<file path="config.mk">
export PLATFORM = sky130hd
export DESIGN_NAME = dma_command_completion_tracker_core
export DESIGN_NICKNAME = d
export VERILOG_FILES = /design/src/hdl/dcct_pkg.sv /design/src/hdl/dma_command_completion_tracker_core.sv
export SDC_FILE = /design/constraint.sdc
export NUM_CORES = 1
export LEC_CHECK = 0
export ABC_AREA = 1
export ABC_CLOCK_PERIOD_IN_PS = 3600
export BUFFER_PORTS_ARGS = -buffer_cell sky130_fd_sc_hd__buf_2
export CORE_AREA = 2 2 181 183
export CTS_CLUSTER_SIZE = 28
export DETAILED_ROUTE_END_ITERATION = 10
export DIE_AREA = 0 0 183 185
export PLACE_DENSITY_LB_ADDON = 0.1
export SKIP_LAST_GASP = 1
export SYNTH_ARGS = -nofsm -noshare
export SYNTH_HDL_FRONTEND = slang
export SYNTH_SLANG_ARGS = --single-unit
</file>
<file path="constraint.sdc">
create_clock -name clock -period 3.6 [get_ports clock]
set_input_delay 0.18 -clock clock [delete_from_list [all_inputs] [get_ports clock]]
set_output_delay 0.18 -clock clock [all_outputs]
set_load 0.1 [all_outputs]
</file>
<file path="src/hdl/dcct_pkg.sv">
`timescale 1ns / 1ps

package dcct_pkg;

   // field widths
   localparam int unsigned WORD_W     = 32;
   localparam int unsigned TIMEOUT_W  = 31;
   localparam int unsigned CTRL_ERR_W = 8;
   localparam int unsigned CODE_W     = 3;
   localparam int unsigned CMD_W      = 2;
   localparam int unsigned CSR_IDX_W  = 8;

   // packed stream widths
   localparam int unsigned REQ_DATA_W = 3 * WORD_W;
   localparam int unsigned RSP_BITS   = 1 + WORD_W + CODE_W + CTRL_ERR_W + 5;
   localparam int unsigned RSP_DATA_W = ((RSP_BITS + 7) / 8) * 8;

   // controller status bits
   localparam logic [WORD_W-1:0] ST_BUSY  = 32'h1;
   localparam logic [WORD_W-1:0] ST_DONE  = 32'h2;
   localparam logic [WORD_W-1:0] ST_ERR   = 32'h4;
   localparam logic [WORD_W-1:0] ST_KNOWN = 32'h7;

   // register reset values
   localparam logic [TIMEOUT_W-1:0]  TIMEOUT_RESET  = 31'd30000;
   localparam logic [CTRL_ERR_W-1:0] MAX_ERR_RESET  = 8'd6;

   // register indexes
   localparam logic [CSR_IDX_W-1:0] CSR_TIMEOUT_TICKS = 8'd0;
   localparam logic [CSR_IDX_W-1:0] CSR_MAX_CTRL_ERR  = 8'd1;

   typedef enum logic [CMD_W-1:0] {
      CMD_BEGIN    = 2'd0,
      CMD_IRQ      = 2'd1,
      CMD_WATCHDOG = 2'd2
   } cmd_type;

   typedef enum logic [CODE_W-1:0] {
      RC_OK      = 3'd0,
      RC_CTRL    = 3'd1,
      RC_UNEXP   = 3'd2,
      RC_TIMEOUT = 3'd3,
      RC_QUAR    = 3'd4
   } code_type;

   // code plus controller error number
   typedef struct packed {
      logic [CODE_W-1:0]     code;
      logic [CTRL_ERR_W-1:0] err;
   } result_type;

   // one response word, lowest field last
   typedef struct packed {
      logic                  is_quarantined;
      logic                  is_active;
      logic                  unexpected_irq;
      logic                  clear_status;
      logic                  completed;
      logic [CTRL_ERR_W-1:0] controller_error;
      logic [CODE_W-1:0]     result_code;
      logic [WORD_W-1:0]     generation;
      logic                  started;
   } rsp_type;

   // status and error decode into a result
   function automatic result_type decode_status(
      input logic [WORD_W-1:0]     st,
      input logic [WORD_W-1:0]     er,
      input logic [CTRL_ERR_W-1:0] max_err
   );
      result_type r;
      r.code = RC_UNEXP;
      r.err  = '0;
      if ((st & ~ST_KNOWN) != '0) begin
         r.code = RC_UNEXP;
      end else if (er != '0) begin
         if (er <= {{(WORD_W-CTRL_ERR_W){1'b0}}, max_err}) begin
            r.code = RC_CTRL;
            r.err  = er[CTRL_ERR_W-1:0];
         end
      end else if ((st & (ST_BUSY | ST_ERR)) == '0 && (st & ST_DONE) != '0) begin
         r.code = RC_OK;
      end
      return r;
   endfunction

endpackage

</file>
<file path="src/hdl/dma_command_completion_tracker_core.sv">
`timescale 1ns / 1ps

// channel   dir  handshake              payload
// req_      in   req_tvalid/req_tready  tdata: status, error, now; tuser: cmd
// rsp_      out  rsp_tvalid/rsp_tready  tdata: one event result
// csr_      in   csr_valid/csr_ready    csr_index, csr_data
//
// one event per cycle sustained while responses are accepted; each word is registered
// in the input register and is then decoded into the result register
// tracker state updates as the word leaves the input register, so the next
// word always sees it
// reset clears all control state and loads the register defaults
// a stalled response holds both stages and drops req_tready only when full
module dma_command_completion_tracker_core (
   input  logic                                clock,
   input  logic                                reset,
   input  logic                                req_tvalid,
   output logic                                req_tready,
   // status_word [31:0], error_word [63:32], now_ticks [95:64]
   input  logic [dcct_pkg::REQ_DATA_W-1:0]     req_tdata,
   // cmd [1:0]
   input  logic [dcct_pkg::CMD_W-1:0]          req_tuser,
   output logic                                rsp_tvalid,
   input  logic                                rsp_tready,
   // started [0], generation [32:1], result_code [35:33],
   // controller_error [43:36], completed [44], clear_status [45],
   // unexpected_irq [46], is_active [47], is_quarantined [48], zero above
   output logic [dcct_pkg::RSP_DATA_W-1:0]     rsp_tdata,
   input  logic                                csr_valid,
   output logic                                csr_ready,
   input  logic [dcct_pkg::CSR_IDX_W-1:0]      csr_index,
   input  logic [dcct_pkg::WORD_W-1:0]         csr_data
);
   import dcct_pkg::*;

   // configuration
   logic [TIMEOUT_W-1:0]  timeout_ff;
   logic [CTRL_ERR_W-1:0] max_err_ff;

   // input stage
   logic                  in_valid_ff;
   logic [CMD_W-1:0]      in_cmd_ff;
   logic [WORD_W-1:0]     in_st_ff;
   logic [WORD_W-1:0]     in_er_ff;
   logic [WORD_W-1:0]     in_now_ff;

   // tracker state
   logic [WORD_W-1:0]     gen_ff, gen_in;
   logic                  active_ff, active_in;
   logic                  quar_ff, quar_in;
   result_type            stored_ff, stored_in;
   logic                  late_ff, late_in;
   logic [WORD_W-1:0]     deadline_ff, deadline_in;

   // output stage
   logic                  out_valid_ff;
   rsp_type               out_ff, out_in;

   logic                  out_load;
   logic                  advance;
   logic                  busy_bit;
   logic                  term;
   logic                  unknown_bits;
   logic [WORD_W-1:0]     gen_inc;
   logic [WORD_W-1:0]     since_deadline;
   result_type            decoded;
   result_type            res;

   // handshake
   assign out_load   = !out_valid_ff || rsp_tready;
   assign advance    = in_valid_ff && out_load;
   assign req_tready = !in_valid_ff || out_load;
   assign csr_ready  = 1'b1;
   assign rsp_tvalid = out_valid_ff;
   assign rsp_tdata  = {{(RSP_DATA_W-RSP_BITS){1'b0}}, out_ff};

   // configuration writes
   always_ff @(posedge clock) begin
      if (reset) begin
         timeout_ff <= TIMEOUT_RESET;
         max_err_ff <= MAX_ERR_RESET;
      end else if (csr_valid) begin
         if (csr_index == CSR_TIMEOUT_TICKS) begin
            timeout_ff <= csr_data[TIMEOUT_W-1:0];
         end else if (csr_index == CSR_MAX_CTRL_ERR) begin
            max_err_ff <= csr_data[CTRL_ERR_W-1:0];
         end
      end
   end

   // input register
   always_ff @(posedge clock) begin
      if (reset) begin
         in_valid_ff <= 1'b0;
      end else if (req_tready) begin
         in_valid_ff <= req_tvalid;
      end
   end

   always_ff @(posedge clock) begin
      if (req_tready && req_tvalid) begin
         in_st_ff  <= req_tdata[WORD_W-1:0];
         in_er_ff  <= req_tdata[2*WORD_W-1:WORD_W];
         in_now_ff <= req_tdata[3*WORD_W-1:2*WORD_W];
         in_cmd_ff <= req_tuser;
      end
   end

   // shared decode terms
   assign busy_bit       = (in_st_ff & ST_BUSY) != '0;
   assign unknown_bits   = (in_st_ff & ~ST_KNOWN) != '0;
   assign term           = (in_st_ff & (ST_DONE | ST_ERR)) != '0 || in_er_ff != '0;
   assign decoded        = decode_status(in_st_ff, in_er_ff, max_err_ff);
   assign gen_inc        = gen_ff + 32'd1;
   assign since_deadline = in_now_ff - deadline_ff;

   // event decision
   always_comb begin
      gen_in      = gen_ff;
      active_in   = active_ff;
      quar_in     = quar_ff;
      stored_in   = stored_ff;
      late_in     = late_ff;
      deadline_in = deadline_ff;
      res         = stored_ff;
      out_in      = '0;

      unique case (cmd_type'(in_cmd_ff))
         CMD_BEGIN: begin
            res = '{code: RC_OK, err: '0};
            if (quar_ff) begin
               res.code = RC_QUAR;
            end else if (active_ff || busy_bit) begin
               res = '{code: RC_CTRL, err: 8'd1};
            end else if (unknown_bits || (in_st_ff & ST_ERR) != '0 || in_er_ff != '0) begin
               res = decoded;
               out_in.clear_status = 1'b1;
            end else begin
               out_in.clear_status = (in_st_ff & ST_DONE) != '0;
               gen_in         = (gen_inc == '0) ? 32'd1 : gen_inc;
               active_in      = 1'b1;
               stored_in      = '{code: RC_UNEXP, err: '0};
               deadline_in    = in_now_ff + {1'b0, timeout_ff};
               out_in.started = 1'b1;
            end
         end
         CMD_IRQ: begin
            late_in = 1'b0;
            if (!active_ff && quar_ff && term) begin
               out_in.clear_status = 1'b1;
               if (!busy_bit) begin
                  quar_in = 1'b0;
               end
            end else if (active_ff && term) begin
               out_in.clear_status = 1'b1;
               stored_in        = decoded;
               quar_in          = busy_bit;
               active_in        = 1'b0;
               out_in.completed = 1'b1;
            end else begin
               out_in.clear_status   = term;
               out_in.unexpected_irq = !late_ff;
            end
            res = stored_in;
         end
         CMD_WATCHDOG: begin
            if (active_ff) begin
               if (term) begin
                  stored_in        = decoded;
                  quar_in          = busy_bit;
                  active_in        = 1'b0;
                  out_in.completed = 1'b1;
                  if (!busy_bit) begin
                     late_in = 1'b1;
                  end
               end else if (!since_deadline[WORD_W-1]) begin
                  // wrapping deadline reached
                  stored_in        = '{code: RC_TIMEOUT, err: '0};
                  quar_in          = 1'b1;
                  active_in        = 1'b0;
                  out_in.completed = 1'b1;
               end
            end
            res = stored_in;
         end
         default: begin
            res = stored_ff;
         end
      endcase

      out_in.generation       = gen_in;
      out_in.result_code      = res.code;
      out_in.controller_error = res.err;
      out_in.is_active        = active_in;
      out_in.is_quarantined   = quar_in;
   end

   // tracker state
   always_ff @(posedge clock) begin
      if (reset) begin
         gen_ff      <= '0;
         active_ff   <= 1'b0;
         quar_ff     <= 1'b0;
         stored_ff   <= '0;
         late_ff     <= 1'b0;
         deadline_ff <= '0;
      end else if (advance) begin
         gen_ff      <= gen_in;
         active_ff   <= active_in;
         quar_ff     <= quar_in;
         stored_ff   <= stored_in;
         late_ff     <= late_in;
         deadline_ff <= deadline_in;
      end
   end

   // result register
   always_ff @(posedge clock) begin
      if (reset) begin
         out_valid_ff <= 1'b0;
      end else if (out_load) begin
         out_valid_ff <= in_valid_ff;
      end
   end

   always_ff @(posedge clock) begin
      if (advance) begin
         out_ff <= out_in;
      end
   end

endmodule

</file>
======== Yosys cells after proc, flatten, opt, wreduce, memory -nomap -nowiden ========
Index checks and enable logic that the tools add are counted.
word-level totals
  register bits after elaboration ......... 266
  input bits .............................. 143
operators by class
  eq/ne operators ......................... 9
  reductions and logical operators ........ 32
  bitwise operators ....................... 6
  multiplexer cells ....................... 58
  magnitude comparators ................... 1
  add/subtract/negate cells ............... 3
operators by type and width
  cell                                                             count
  32-bit two-way mux                                               5
  11-bit two-way mux                                               10
  32-bit nonzero test                                              3
  11-bit case mux with 3 select lines                              2
  32-bit logical NOT                                               2
  32-bit by 1-bit adder with 32-bit output, second input constant  1
  32-bit by 31-bit adder with 32-bit output                        1
  32-bit by 8-bit <= comparator with 1-bit output                  1
  32-bit subtractor                                                1
  1-bit two-way mux                                                28
  8-bit two-way mux                                                3
  5-bit AND reduction                                              3
  2-bit inequality test, second input constant                     6
  10-bit two-way mux                                               1
  3-bit two-way mux                                                3
  8-bit by 1-bit == test with 1-bit output, second input constant  1
  8-bit logical NOT                                                1
  1-bit case mux with 2 select lines                               4
  1-bit logical AND                                                6
  1-bit logical OR                                                 6
  1-bit inverter                                                   6
  3-bit OR reduction                                               2
  1-bit logical NOT                                                4
  1-bit case mux with 3 select lines                               1
  other kinds (8)                                                  8

======== Depth between registers and ports, before layout ========
  depth in word-level cells ............... 9
  gate-level depth with buffers ........... 20
  gate-level depth less buffers ........... 20

======== Worst setup path before layout ========
Ideal clock, no wire load.
  path kind ............................... register -> register
  start point ............................. reg out_valid_ff (netlist: rsp_tvalid)
  end point ............................... reg in_cmd_ff[0] (enable)
  slack ................................... -0.569 ns
  buffers on the path ..................... 0
  data arrival time ....................... 3.717 ns
  stages on the path, launching flop included .. 4
  data required time ...................... 3.149 ns
  setup time .............................. 0.451 ns
  path through ............................ dfxtp_1 nand3_1 nand2_1 inv_1
on the way
  cells in the longest elaborated chain, start to end .. 4
RTL lines
  item                      line                                        RTL
  start: declaration        dma_command_completion_tracker_core.sv:56   logic out_valid_ff;
  start signal: assignment  dma_command_completion_tracker_core.sv:222  out_valid_ff <= in_valid_ff;
  1-bit logical NOT         dma_command_completion_tracker_core.sv:70   assign out_load = !out_valid_ff || rsp_tready;
  1-bit logical OR          dma_command_completion_tracker_core.sv:70
  1-bit logical OR          dma_command_completion_tracker_core.sv:72   assign req_tready = !in_valid_ff || out_load;
  net req_tready            dma_command_completion_tracker_core.sv:18   output logic req_tready,
  1-bit logical AND         dma_command_completion_tracker_core.sv:101  if (req_tready && req_tvalid) begin
  end signal: assignment    dma_command_completion_tracker_core.sv:105  in_cmd_ff <= req_tuser;
  end: declaration          dma_command_completion_tracker_core.sv:42   logic [CMD_W-1:0] in_cmd_ff;
The timed path passes the listed nets, and every way through them passes these cells.
A chain may end at the register's enable or synchronous reset.

======== Worst setup path after layout ========
  start point ............................. reg in_er_ff[2]
  end point ............................... reg deadline_ff[21]
on the way
  cells in the longest elaborated chain, start to end .. 4
RTL lines
  item                           line                                        RTL
  start: declaration             dma_command_completion_tracker_core.sv:44   logic [WORD_W-1:0] in_er_ff;
  start signal: assignment       dma_command_completion_tracker_core.sv:103  in_er_ff <= req_tdata[2*WORD_W-1:WORD_W];
  32-bit nonzero test            dma_command_completion_tracker_core.sv:135  end else if (unknown_bits || (in_st_ff & ST_ERR) != '0 || in_er_ff != '0) begin
  1-bit logical OR               dma_command_completion_tracker_core.sv:135
  1-bit inverter (no line)       n/a
  5-bit AND reduction (no line)  n/a
  end signal: assignment         dma_command_completion_tracker_core.sv:213  deadline_ff <= deadline_in;
  end: declaration               dma_command_completion_tracker_core.sv:53   logic [WORD_W-1:0] deadline_ff, deadline_in;
Every way passes these cells.

==> results.yml <==
run_status:
  status: "finished clean"
sta:
  skew_ps: 11.0
  post-route-period-util_pct: 82.0
  hold_viol: 0
  final_max_slew_viol_count: 0
  post-route-min-period_ps: 2950
  grt_setup_unrepaired: "no"
  setup_viol: 0
  worst_slew_pin_slew_ps: 1150
  fin_setup_tns_ps: 0
  max-slew-margin-rel_pct: 23.2
  max_freq_mhz: 339
pwr:
  vdd_drop_max_uv: 404
  power_density_mw_per_mm2: 417
  p_leak_nw: 7.62
place:
  dp_cells: 2324
  gp_congestion: 0.894
  io_buffer_count: 192
  hpwl_microns: 28200
worst_hold_path:
  holdPathStages: 3
  hold_path_end: "max_err_ff[2]$_SDFFE_PP1P_"
  hold_path.startpoint: "csr_index[0]"
  hp-class: "in -> reg"
final_layout:
  area_growth_syn_to_layout_pct: 25.8
  multi_input_area_sq_mm: 0.00638
  drive_gt1_share_pct: 14.1
  seqCellArea_sq_mm: 0.00680
  nets: 2296
  stdcell_count: 2511
  n_fill_cell: 3012
worst_setup_path:
  cp_top_family: "simple AND/OR/NAND/NOR gates"
  worst-path-buf-inv: 1
  crit_cells: 14
  critPathArrivalTime_ps: 3410
  rr_worst_depth: 14
  path_cells: "nor2_1 > nand2_1 > nor2_1 > nand2_1 > nor2_2 > nand2_1 > nor2_4 > nand2_4 > nor2_8 > nand2_4 > clkinv_2 > o21ai_0 > a21oi_1 > nor2_1"
  r2r_start: "in_er_ff[2]$_DFFE_PP_"
  reg2reg_slack_ps: 650
  cp_max_fo: 42
  critPathSlowestCell: "edfxtp_1"
  endpoint_kind: "flip-flop"
  worst-setup-path-type: "reg -> reg"
  critPathLaunchType: "flip-flop"
  max_stage_delay_ps: 510
  worstPathRequired_ps: 4060
  worstReg2RegEnd: "deadline_ff[21]$_SDFFE_PP0P_"
synth:
  synthFlopType: "edfxtp_1"
  syn_area_per_cell_sq_um: 8.11
  synth_top_area_share_pct: 31.0
  ys_ff_latch: 266
  netlist_area_sq_mm: 0.0142
  ys_seq_area_share_pct: 47.8
  synth_cell_types: 55
  synthCells: 1754
  synth_edf_count: 147
  netlist_top_cells_count: "nand2_1, nor2_1, inv_1"
  ys.warnings.count: 0
  yosysMostFrequentCell: "nand2_1"
  synth_area_leader_cell: "edfxtp_1"
  async_flop_share_pct: 0
  synth_area_leaders: "edfxtp_1, dfxtp_1, nand2_1"
routing:
  viasPerCell: 5.07
  wl_per_cell_microns: 15.7
  drtAntennaViolNets: 0
  drtIter0Drc: 638
  wl_microns: 39400
  vias: 12700
  drc: 0
  dr.pass1.iters: 5
floorplan:
  core_area_sq_mm: 0.0320
  dieHeight_microns: 185
  start_util_pct: 44.4
  dieArea_sq_mm: 0.0339
  rows: 66
  dieWidth_microns: 183
  io_pins: 202
global_routing:
  grt_antenna_before_repair: 2
  grt_start_max_net_pins: 46
  grt_pass1_vias: 12400
  grt_pass1_wl_microns: 62400
  overflow: 0
  grtUsageTotal_pct: 23.0
clock_tree:
  cts-root-buf: "clkbuf_16"
  cts_buffer_depth: 3
  cts_tree: "done"
  clk_pin_slew_ps: 60
  post_cts_buffers: 0
  htreeDepth: 1
  cts_buffers: 29
  cts.sinks: 266
  insertion_delay_ps: 570
flow_run:
  cap_viol_max_count: 0
how the worst max path moves through the flow:
stage	from	to	slack [ps]
3_3_place_gp	in_now_ff[26]$_DFFE_PP_	rsp_tdata[38]$_DFFE_PP_	750
3_5_place_dp	in_er_ff[2]$_DFFE_PP_	deadline_ff[21]$_SDFFE_PP0P_	710
5_1_grt	in_now_ff[26]$_DFFE_PP_	rsp_tdata[35]$_DFFE_PP_	420
4_1_cts	in_er_ff[2]$_DFFE_PP_	deadline_ff[21]$_SDFFE_PP0P_	710
2_1_floorplan	rsp_tvalid$_SDFFE_PP0P_	in_cmd_ff[0]$_DFFE_PP_	2
6_report	in_er_ff[2]$_DFFE_PP_	deadline_ff[21]$_SDFFE_PP0P_	650
report_power, final:
group / switching [mW] / leakage (nW) / total (mW) / internal [mW]
Clock: 1.28 / 0.495 / 3.13 / 1.85
Sequential: 0.0653 / 2.37 / 3.40 / 3.33
Combinational: 0.639 / 4.76 / 0.945 / 0.306
worst register-to-register path: stages (launching register included):
cell and delay, ps:
edfxtp_1 510, nor2_1 180, nand2_1 70, nor2_1 80
nand2_1 110, nor2_2 140, nand2_1 100, nor2_4 240
nand2_4 150, nor2_8 300, nand2_4 80, clkinv_2 420
o21ai_0 230, a21oi_1 190, nor2_1 50
placed cells by master (no fill, tap or decap), types with 24 or more instances in the layout:
cell type and n:
edfxtp_1 147, ha_1 74, nand2_1 393, a21oi_1 147, clkbuf_16 29, nor2_1 222, inv_1 206, nand3_1 76
buf_2 192, dfxtp_1 119, o21ai_0 122, dlygate4sd3_1 131, nand4_1 24
metrics by stage:
step	setup WS (ps)	util [%]	area (sq um)	hold WS, ps	power [mW]
after floorplan	1.71	-	14300	279	4.05
after global placement	750	48.6	15600	356	4.28
after detailed placement	715	48.6	15600	358	4.29
after CTS	706	55.9	17900	27.8	7.55
after global routing	425	55.9	17900	70.8	7.76
final	650	55.9	17900	54.3	7.47
layout make-up:
cell class	count	area share, %
inverter	217	4.58
antenna	2	0.0280
clock inverter	22	1.50
timing repair buffer	339	13.4
clock buffer	32	4.12
tap	408	2.85
multi-input combinational	1225	35.6
sequential	266	38.0
state kept, by name, summed over array words and instances, names as in the netlist:
signal,count
deadline_ff,32
late_ff,1
timeout_ff,31
in_valid_ff,1
gen_ff,32
rsp_tvalid,1
quar_ff,1
in_er_ff,32
in_st_ff,32
max_err_ff,8
in_now_ff,32
rsp_tdata,49
active_ff,1
in_cmd_ff,2
stored_ff,11
cells by family after synthesis:
logic type,count (synthesis),synth area share [%]
other,2,0.0528
xor gates and xnor gates,22,1.35
buffers and inverters,269,7.67
adders and majority gates,75,6.65
and+or+nand+nor,768,22.6
DFF,266,47.8
AOI/OAI and AO/OA,352,13.9
layer usage:
metal | routed length (microns) | GRT usage (%) | share of wire (%)
met1 | 17300 | 28.6 | 44
met2 | 19600 | 42.0 | 50
met3 | 1570 | 2.63 | 4.0
met4 | 961 | 6.43 | 2.4
met5 | 0 | 0 | 0
timing repair:
action | CTS | global route
gates resized for setup | 0 | 0
hold buffers | 131 | 0
endpoints found under the setup margin | 0 | 0
hold endpoints to repair | 139 | 0
Note: power is estimated with default switching activity, not from simulation.
